===== src/hw/rtl/v3au_isqrt.sv =====
// Pipelined integer square root, one result bit per stage.
`default_nettype none
module v3au_isqrt #(
  parameter int NW = 68,
  parameter int RW = 34
) (
  input  wire           clk,
  input  wire           en,
  input  wire [NW-1:0]  num,
  output logic [RW-1:0] root
);
  logic [NW-1:0] rem [RW+1];
  logic [RW-1:0] rt  [RW+1];

  assign rem[0] = num;
  assign rt[0]  = '0;

  // stage k decides bit RW-1-k
  for (genvar k = 0; k < RW; k++) begin : g_st
    localparam int B = RW - 1 - k;
    logic [NW-1:0] trial;
    logic [NW-1:0] rem_q;
    logic [RW-1:0] rt_q;
    always_comb begin
      trial = (NW'(rt[k]) << (B + 1)) + (NW'(1) << (2 * B));
    end
    always_ff @(posedge clk) begin
      if (en) begin
        if (rem[k] >= trial) begin
          rem_q <= rem[k] - trial;
          rt_q  <= rt[k] | (RW'(1) << B);
        end else begin
          rem_q <= rem[k];
          rt_q  <= rt[k];
        end
      end
    end
    assign rem[k+1] = rem_q;
    assign rt[k+1]  = rt_q;
  end
  assign root = rt[RW];
endmodule
`default_nettype wire


===== config.mk =====
export PLATFORM = sky130hd
export DESIGN_NAME = v3au_isqrt
export DESIGN_NICKNAME = d
export VERILOG_FILES = /design/src/hw/rtl/v3au_isqrt.sv
export SDC_FILE = /design/constraint.sdc
export NUM_CORES = 2
export LEC_CHECK = 0
export BUFFER_PORTS_ARGS = -buffer_cell sky130_fd_sc_hd__buf_4
export CORE_MARGIN = 5
export CORE_UTILIZATION = 47
export DETAILED_ROUTE_END_ITERATION = 10
export PLACE_DENSITY = 0.73
export SYNTH_ARGS = -nofsm -noshare
export SYNTH_HDL_FRONTEND = slang
export SYNTH_SLANG_ARGS = --single-unit

===== constraint.sdc =====
create_clock -name clk -period 4.36 [get_ports clk]
set_input_delay 0.436 -clock clk [delete_from_list [all_inputs] [get_ports clk]]
set_output_delay 0.436 -clock clk [all_outputs]
set_load 0.02 [all_outputs]

==> impl_metrics.ini <==
[drt]
routed_wl_um = 364000
first_iter_violations = 7119
wire_per_inst_um = 23.3
ant_nets = 0
vias = 89815
drc = 0
viasPerCell = 5.74
drt_first_pass_iters = 6

[place]
dp_hpwl_um = 278000
gp_congestion = 0.998
numPortBuffers = 103

[timing]
rsz0062_at_grt = no
worst_pin_slew_ns = 1.21
fmax_ghz = 0.233
hold_viol = 0
fin_setup_tns_ns = 0
period_needed_ns = 4.29
finalMaxSlewViolations = 0
finalCritPeriodShare_pct = 98.3
slew_headroom_pct = 18.7
fin_skew_ns = 0.0965
finalSetupViolations = 0

[pwr]
power_leakage_nw = 58.2
vdd_drop_max_uv = 394
p_per_area_nw_per_um2 = 530

[synthesis]
syn_area_um2 = 137000
synth-xor-area-share_pct = 6.24
yosysWarningCount = 0
yosysTopAreaCell = edfxtp_1
synth_compound_area_share_pct = 9.69
synth_adder_area_share_pct = 5.71
ys_types = 90
yosysMostFrequentCell = edfxtp_1
synth-simple-area-share_pct = 12.3
ys_seq_area_share_pct = 62.3
ys_async_sr_fraction_pct = 0
synthMuxAreaShare_pct = 0.919
synth_nets = 11670
ys_top_cells_by_count = edfxtp_1, inv_1, nor2_1, a21oi_1, ha_1
synth_top_area_share_pct = 62.3
synth_seq_cells = 2839
synth_cells = 10975
synth.area.top_cells = edfxtp_1, ha_1, xnor2_1, xor2_1, a21oi_1
synth_area_per_cell_um2 = 12.5
synth_edf_count = 2839
synth_top_family_by_area = simple AND/OR/NAND/NOR gates
synthFlopType = edfxtp_1

[global_routing]
grt_pass1_wl_um = 545000
grt_pass1_vias = 90654
grt-ovfl-total = 0
grt_max_degree = 176
antenna_found_initial = 11
track_usage_pct = 23.5

[setup_path]
cp-start-kind = register
cp_max_fo = 6
reg2reg_from = g_st[21].rt_q[12]
worst-r2r-setup-slack_ns = 0.07
ff2ff_path_depth = 13
crit_type = register to register
reg2reg_to = g_st[22].rem_q[61]
end_kind = register
cp.required_ns = 4.96
worstPathArrival_ns = 4.89

[min_path]
holdPathStages = 2
holdPathEnd = g_st[0].rem_q[52]
min_from = num[52]
hold_class = input pin to register

[floorplanning]
ioPinCount = 104
die_area_um2 = 302000
die_x_um = 550
coreArea_um2 = 290000
fp.dieH_um = 550
start_util_pct = 47.1
num_rows = 198

[finish]
n_fill_cell = 23873
syn2layout_area_growth_pct = 12.9
fin_util_pct = 53.2
drive_gt1_share_pct = 8.81
nNetsFinal = 12201

[clock_tree]
path_clk_slew_ns = 0.06
numCtsBuffers = 304
cts_buffer_depth = 4
cts_sinks = 2839
root_buffer = clkbuf_16
cts_tree = yes
insertion_delay_ns = 0.93
htree_levels = 5

[job]
drv_cap = 0

[run_status]
status = finished, final reports clean
## per-stage QoR
step           hold WS (ns)  std cells  setup slack, ns  area, µm²  power, mW
6_report              0.207      15639           0.0729     154000       81.9
5_1_grt               0.168      15635          0.00969     154000       85.6
3_3_place_gp          0.424      15028           0.0376     144000       57.1
3_5_place_dp          0.426      15028           0.0186     144000       57.4
4_1_cts               0.157      15631           0.0586     154000       82.2
2_1_floorplan         0.417      10975            0.890     137000       49.9
## power by group
group | switching (mW) | total, mW | leakage, nW | internal, mW
clock | 10.6 | 24.7 | 4.58 | 14.1
sequential | 3.10 | 37.8 | 27.3 | 34.7
combinational | 11.5 | 19.3 | 26.3 | 7.84
total | 25.2 | 81.9 | 58.2 | 56.7
## kinds of logic after synthesis
| family | Yosys count |
|---|---|
| mux | 113 |
| fa+ha+maj | 625 |
| compound gates | 2136 |
| flops | 2839 |
| xor+xnor | 975 |
| simple gates | 3242 |
| buf+inv | 1045 |
## timing repair
| item | in CTS | in global routing |
|---|---|---|
| resized for setup | 1 | 3 |
| hold buffers | 70 | 0 |
| endpoints found under the setup margin | 1 | 20 |
| gates cloned | 0 | 0 |
| pin swaps | 0 | 1 |
| endpoints found under the hold margin | 73 | 0 |
| setup buffers | 0 | 2 |
## worst max-delay path: stages, from the launching register on
cell       delay [ns]
edfxtp_1         0.40
inv_1            0.06
ha_1             0.33
nor2b_1          0.20
o211ai_1         0.23
a211oi_1         0.56
nor2_1           0.17
a2111oi_0        0.52
nor3_1           0.16
inv_1            0.10
nand4_1          0.29
buf_4            0.27
nor3_1           0.26
xor2_2           0.45
## cells in the final DEF (no fill, tap or decap), types with 222 or more instances in the layout
master	count
xnor2_1	531
clkbuf_16	312
nor3_1	321
nor4_1	386
edfxtp_1	2839
a21oi_1	741
ha_1	625
o21ai_0	477
nand2_1	620
xor2_1	443
nand3_1	222
buf_4	378
a21o_1	286
inv_1	795
nor2_1	749
## sequential cells by signal, indices dropped and copies added, names as in the netlist
register / flops
g_st.rt_q: 561
g_st.rem_q: 2244
root: 34
## worst max-delay path by stage
stage                             startpoint            endpoint  depth (start not counted)
after floorplan           g_st[20].rem_q[41]  g_st[21].rem_q[66]                         10
after global placement     g_st[21].rt_q[12]  g_st[22].rem_q[61]                         13
after detailed placement   g_st[21].rt_q[12]  g_st[22].rem_q[61]                         13
after CTS                 g_st[31].rem_q[54]  g_st[32].rem_q[66]                          9
after global routing       g_st[21].rt_q[12]  g_st[22].rem_q[61]                         13
final                      g_st[21].rt_q[12]  g_st[22].rem_q[61]                         13
## final cells by class
cell class | count | area (µm²) | share of cell area [%]
flip-flops and latches | 2839 | 85300 | 55.2
multi-input cells | 7091 | 47800 | 31.0
clock buffers | 364 | 8000 | 5.18
well taps | 3900 | 4880 | 3.16
repair buffers | 475 | 4090 | 2.65
inverters | 795 | 2980 | 1.93
clock inverters | 169 | 1450 | 0.940
diodes | 6 | 15.0 | 0.00972
## per-layer routing
layer	track usage [%]	routed length [µm]	vias up
li1	-	-	42346
met1	23.8	123000	43576
met2	45.5	198000	2913
met3	2.70	15000	978
met4	15.1	27500	2
met5	0	12	-
(Power assumes the default switching activity.)
