===== src/hw/rtl/v3au_pkg.sv =====
// Package: types, constants and command codes for the vector arithmetic unit.
`default_nettype none
package v3au_pkg;
  localparam int CompWidth = 32;
  localparam int FracBits  = 16;

  typedef enum logic [2:0] {
    CMD_ADD   = 3'd0,
    CMD_SUB   = 3'd1,
    CMD_DOT   = 3'd2,
    CMD_CROSS = 3'd3,
    CMD_SCALE = 3'd4,
    CMD_LEN   = 3'd5
  } cmd_e;

  localparam logic [1:0] KIND_VEC = 2'd0;
  localparam logic [1:0] KIND_SCL = 2'd1;
  localparam logic [1:0] KIND_ERR = 2'd2;

  typedef struct packed {
    logic [2:0]                command;
    logic signed [CompWidth-1:0] a_x;
    logic signed [CompWidth-1:0] a_y;
    logic signed [CompWidth-1:0] a_z;
    logic signed [CompWidth-1:0] b_x;
    logic signed [CompWidth-1:0] b_y;
    logic signed [CompWidth-1:0] b_z;
    logic signed [CompWidth-1:0] scale_factor;
  } in_item_t;

  typedef struct packed {
    logic [1:0]                result_kind;
    logic signed [CompWidth-1:0] res_x;
    logic signed [CompWidth-1:0] res_y;
    logic signed [CompWidth-1:0] res_z;
    logic signed [CompWidth-1:0] res_scalar;
  } out_item_t;
endpackage
`default_nettype wire


===== src/hw/rtl/v3au_merge.sv =====
// Merge: saturates a wide signed value to the component width.
`default_nettype none
module v3au_merge import v3au_pkg::*; #(
  parameter int W = CompWidth
) (
  input  wire logic signed [W+2:0] v,
  output logic signed [W-1:0]     sat
);
  localparam logic signed [W+2:0] MaxV = (W+3)'((64'sd1 <<< (W-1)) - 1);
  localparam logic signed [W+2:0] MinV = -(W+3)'(64'sd1 <<< (W-1));
  always_comb begin
    if (v > MaxV) sat = MaxV[W-1:0];
    else if (v < MinV) sat = MinV[W-1:0];
    else sat = v[W-1:0];
  end
endmodule
`default_nettype wire


===== config.mk =====
export PLATFORM = sky130hd
export DESIGN_NAME = v3au_merge
export DESIGN_NICKNAME = d
export VERILOG_FILES = /design/src/hw/rtl/v3au_pkg.sv /design/src/hw/rtl/v3au_merge.sv
export SDC_FILE = /design/constraint.sdc
export NUM_CORES = 1
export LEC_CHECK = 0
export BUFFER_PORTS_ARGS = -buffer_cell sky130_fd_sc_hd__clkbuf_2
export CORE_MARGIN = 2
export CORE_UTILIZATION = 40
export DETAILED_ROUTE_END_ITERATION = 12
export PLACE_DENSITY = 0.85
export SLEW_MARGIN = 15
export SYNTH_ARGS = -nofsm -noshare
export SYNTH_HDL_FRONTEND = slang
export SYNTH_SLANG_ARGS = --single-unit

===== constraint.sdc =====
create_clock -name vclk -period 0.9
set_input_delay 0.09 -clock vclk [all_inputs]
set_output_delay 0.09 -clock vclk [all_outputs]
set_load 0.03 [all_outputs]

==> results of run 1 <==
## per-stage QoR
stage	std cells	hold slack, ns	setup WS [ns]	setup TNS (ns)
floorplan	114	0.3653	-0.06694	-2.022
global placement	192	0.6068	-0.6599	-20.10
detailed placement	192	0.6202	-0.6915	-20.88
## cells by family after synthesis
group | count (synthesis) | synth area share
simple gates | 62 | 0.4713
buf+inv | 20 | 0.1993
compound gates | 32 | 0.3294
==> impl_table.tex, run 1 <==
\begin{tabular}{lr}
\hline
Metric & Value \\
\hline
\multicolumn{2}{l}{\textbf{Status}} \\
\quad Status & did not finish \\
\quad Stage at which the flow ended & clock tree synthesis (4\_1\_cts) \\
\quad Stop err & [ERROR DPL-0038] Utilization greater than 100\%, impossible to legalize \\
\multicolumn{2}{l}{\textbf{Placement}} \\
\quad Detailed placement HPWL & 1761 um \\
\quad Placed instance area & 0.001180 mm2 \\
\quad Global placement routability congestion & 0.6569 \\
\quad Quantity of I/O buffers inserted on ports & 67 \\
\multicolumn{2}{l}{\textbf{Synthesis}} \\
\quad Mapped Avg Cell Area & 6.497 um2 \\
\quad Yosys top cell by area & sky130\_fd\_sc\_hd\_\_a21boi\_0 \\
\quad Post-synth top area share & 0.3041 \\
\quad Area contributors post-synth & sky130\_fd\_sc\_hd\_\_a21boi\_0 (30\%), sky130\_fd\_sc\_hd\_\_nor4\_1 (26\%), sky130\_fd\_sc\_hd\_\_nor3\_1 (21\%) \\
\quad Register area share after synthesis & 0 \\
\quad Syn Std Cell Area & 740.7 um2 \\
\quad Netlist cell types & 9 \\
\quad Ys Warns & 0 \\
\quad Most used standard cells in the synthesized netlist & sky130\_fd\_sc\_hd\_\_nor3\_1 (31), sky130\_fd\_sc\_hd\_\_nor4\_1 (31), sky130\_fd\_sc\_hd\_\_a21boi\_0 (30) \\
\quad Post-synth net total & 149 \\
\quad Number of instances in the synthesized netlist & 114 \\
\multicolumn{2}{l}{\textbf{Floorplanning}} \\
\quad Initial cell density of the core & 0.4290 \\
\quad Die Height & 47.03 um \\
\quad Die Span X & 47.03 um \\
\quad Boundary pin count & 67 \\
\quad Count of standard-cell rows & 15 \\
\multicolumn{2}{l}{\textbf{Clock tree}} \\
\quad Quantity of gates resized following cts & 141 \\
\quad Number of buffers inserted by post-CTS setup repair & 5 \\
\quad Count of hold-fix buffers inserted at cts & 0 \\
\hline
\end{tabular}
==> run 2: changes to the inputs <==
CORE_AREA = 2 2 63 65   (was not set)
CORE_MARGIN = not set   (was 2)
CORE_UTILIZATION = not set   (was 40)
DIE_AREA = 0 0 65 67   (was not set)
PLACE_DENSITY = not set   (was 0.85)
PLACE_DENSITY_LB_ADDON = 0.15   (was not set)
==> impl_table.tex, run 2 <==
\begin{tabular}{lr}
\hline
Metric & Value \\
\hline
\multicolumn{2}{l}{\textbf{Status}} \\
\quad Status & complete, but fails checks \\
\quad Violations in the final reports & setup timing \\
\multicolumn{2}{l}{\textbf{Timing}} \\
\quad Final sum of negative setup slack & -4.208 ns \\
\quad Worst Tran Pin Value & 0.3608 ns \\
\quad Setup repair after global routing missed its margin & true \\
\quad Final Slew Violations & 0 \\
\quad Worst slew margin & 0.7573 \\
\quad Setup violations, final & 31 \\
\quad Min Clock Period, post-route & 1.089 ns \\
\quad Crit share post-route & 1.210 \\
\quad Hold Fails Final Rpt & 0 \\
\quad Achievable clock frequency & 918.2 MHz \\
\quad Final worst slack & -0.1891 ns \\
\quad Worst Hold Slack & 0.6253 ns \\
\multicolumn{2}{l}{\textbf{Global route}} \\
\quad First-pass GRT wire length & 7652 um \\
\quad Pin count of the biggest net entering global routing & 18 \\
\quad Combined global-route utilization of all metal layers & 0.2281 \\
\quad Number of global-route vias before repair & 1425 \\
\quad Global route overflow & 0 \\
\quad Initial antenna violation count & 0 \\
\multicolumn{2}{l}{\textbf{Setup path}} \\
\quad Crit path max fanout & 5 \\
\quad Nature of the critical path startpoint & input pin \\
\quad CP Cell Sequence & clkbuf\_16 > a21boi\_4 > buf\_6 > nor3\_2 > clkbuf\_8 \\
\quad Crit end category & output pin \\
\quad Max stage delay cell, worst path & sky130\_fd\_sc\_hd\_\_nor3\_2 \\
\quad Arrival time reported for the critical path endpoint & 1.00 ns \\
\quad Critical Path RT & 0.81 ns \\
\quad Critical Path Start & v[34] \\
\quad Highest cell delay on the worst timing path & 0.25 ns \\
\quad Critical Path Sink & sat[23] \\
\quad Kind of critical path & input pin to output pin \\
\multicolumn{2}{l}{\textbf{Synthesis}} \\
\quad Most used standard cells in the synthesized netlist & sky130\_fd\_sc\_hd\_\_nor3\_1 (31), sky130\_fd\_sc\_hd\_\_nor4\_1 (31), sky130\_fd\_sc\_hd\_\_a21boi\_0 (30) \\
\quad Post-synth top area share & 0.3041 \\
\quad Register area share after synthesis & 0 \\
\quad Post-synth net total & 149 \\
\quad Yosys top cell by area & sky130\_fd\_sc\_hd\_\_a21boi\_0 \\
\quad Number of instances in the synthesized netlist & 114 \\
\quad Ys Warns & 0 \\
\quad Area contributors post-synth & sky130\_fd\_sc\_hd\_\_a21boi\_0 (30\%), sky130\_fd\_sc\_hd\_\_nor4\_1 (26\%), sky130\_fd\_sc\_hd\_\_nor3\_1 (21\%) \\
\quad Mapped Avg Cell Area & 6.497 um2 \\
\quad Netlist cell types & 9 \\
\quad Syn Std Cell Area & 740.7 um2 \\
\multicolumn{2}{l}{\textbf{Finish}} \\
\quad Fin nets & 234 \\
\quad Commonest non-fill, non-tap cells in the layout & sky130\_fd\_sc\_hd\_\_clkbuf\_2 (32), sky130\_fd\_sc\_hd\_\_nor4\_4 (31), sky130\_fd\_sc\_hd\_\_clkbuf\_8 (28), sky130\_fd\_sc\_hd\_\_nor3\_2 (18), sky130\_fd\_sc\_hd\_\_a21boi\_0 (16) \\
\quad Flip-flop and latch area & 0 um2 \\
\quad Number of antenna repair diodes & 0 \\
\quad Number of clock buffers in the layout & 0 \\
\quad Fill cell total of the finished layout & 206 \\
\quad Layout sequential cell count & 0 \\
\quad Most common cell after layout, fill and taps aside & sky130\_fd\_sc\_hd\_\_clkbuf\_2 \\
\quad Filler-free cell count of the finished design & 245 \\
\quad Fraction of final layout cells sized beyond drive strength 1 & 0.8477 \\
\quad Final core utilization & 0.7526 \\
\quad Area growth syn-to-layout & 266.4\% \\
\multicolumn{2}{l}{\textbf{Floorplanning}} \\
\quad Area enclosed by the die boundary & 0.004355 mm2 \\
\quad Floorplan core area & 0.003606 mm2 \\
\quad Boundary pin count & 67 \\
\quad Initial cell density of the core & 0.2054 \\
\quad Die Height & 67 um \\
\quad Die Span X & 65 um \\
\quad Count of standard-cell rows & 22 \\
\multicolumn{2}{l}{\textbf{Power and ir drop}} \\
\quad Sequential Power Share & 0 \\
\quad Combinational share of power & 1.000 \\
\quad Proportion of total power due to net switching & 0.5147 \\
\quad Clock network fraction of total power & 0 \\
\quad Sw power & 0.8974 mW \\
\quad Pwr dens & 642.5 mW/mm2 \\
\quad P\_int & 0.8463 mW \\
\quad Maximum ir drop on the vdd rail & 0.3049 mV \\
\quad Total power consumption of the routed design & 1.744 mW \\
\quad Leakage power summed over all cells & 0.9848 nW \\
\multicolumn{2}{l}{\textbf{Placement}} \\
\quad Number of placed instances, taps included & 214 \\
\quad Quantity of I/O buffers inserted on ports & 67 \\
\quad Detailed placement HPWL & 2031 um \\
\quad Global placement routability congestion & 0.6573 \\
\multicolumn{2}{l}{\textbf{Drt}} \\
\quad Wire length per cell after detailed routing & 21.22 um \\
\quad DR vias & 1365 \\
\quad Number of detailed-route iterations in the first pass & 4 \\
\quad Total detailed-routing wirelength & 5199 um \\
\quad Vias per cell & 5.571 \\
\quad DRC violation count after routing & 0 \\
\quad Count of antenna-violating nets left after detailed routing & 0 \\
\quad Number of DRC violations after detailed-routing iteration 0 & 39 \\
\multicolumn{2}{l}{\textbf{Job}} \\
\quad Reported max-cap violation count & 0 \\
\multicolumn{2}{l}{\textbf{Hold path}} \\
\quad Hold WC Path Type & input pin to output pin \\
\hline
\end{tabular}
## run 2: power by group through the flow
stage | Clock, mW | Sequential [mW] | Combinational [mW]
floorplan | 0 | 0 | 0.618
global placement | 0 | 0 | 0.845
detailed placement | 0 | 0 | 0.858
CTS | 0 | 0 | 1.60
global route | 0 | 0 | 1.81
finish | 0 | 0 | 1.74
## run 2: how the worst min path moves through the flow
stage | from | endpoint | slack (ns) | cells past startpoint
after CTS | v[19] | sat[19] | 0.63 | 4
final | v[4] | sat[4] | 0.63 | 4
after detailed placement | v[19] | sat[19] | 0.62 | 4
after global routing | v[6] | sat[6] | 0.65 | 4
after global placement | v[19] | sat[19] | 0.62 | 4
after floorplan | v[34] | sat[31] | 0.37 | 1
## run 2: layer usage
layer	routed length, um	up-vias	share of wire	track usage
li1	-	633	-	-
met1	2038	682	0.39	0.2646
met2	2913	45	0.56	0.4704
met3	187	5	0.036	0.01182
met4	60	0	0.012	0.01596
met5	0	-	0	0
## run 2: stage by stage
step / instance area [um2] / setup WS (ns)
after global routing: 2714 / -0.2152
after CTS: 2527 / -0.1595
after detailed placement: 1214 / -0.7505
after floorplan: 895.9 / -0.06694
final: 2714 / -0.1891
after global placement: 1214 / -0.7341
## run 2: logic make-up (layout without fill, tap and decap cells)
group	after synthesis	count (layout)	synth area share
buffers and inverters	20	102	0.1993
AO/OA/AOI/OAI	32	33	0.3294
AND/OR/NAND/NOR	62	62	0.4713
## run 2: worst max-delay path, delay by kind of cell
kind            cells  cell delay [ns]
simple gates        1             0.25
buf+inv             3             0.50
compound gates      1             0.16
## run 2: area by class of cell
cell class                      count  area, um2  area share
Multi-Input combinational cell     95       1325      0.4882
Tap cell                           48      60.06     0.02213
Timing Repair Buffer              102       1329      0.4896
## run 2: timing repair
action,4_1_cts,5_1_grt
setup endpoints to repair,31,31
pin swaps,33,19
buffers inserted,9,9
resized for setup,175,23
cloned,12,1
hold buffers,0,0
No activity file was read; power rests on OpenSTA's default activity.
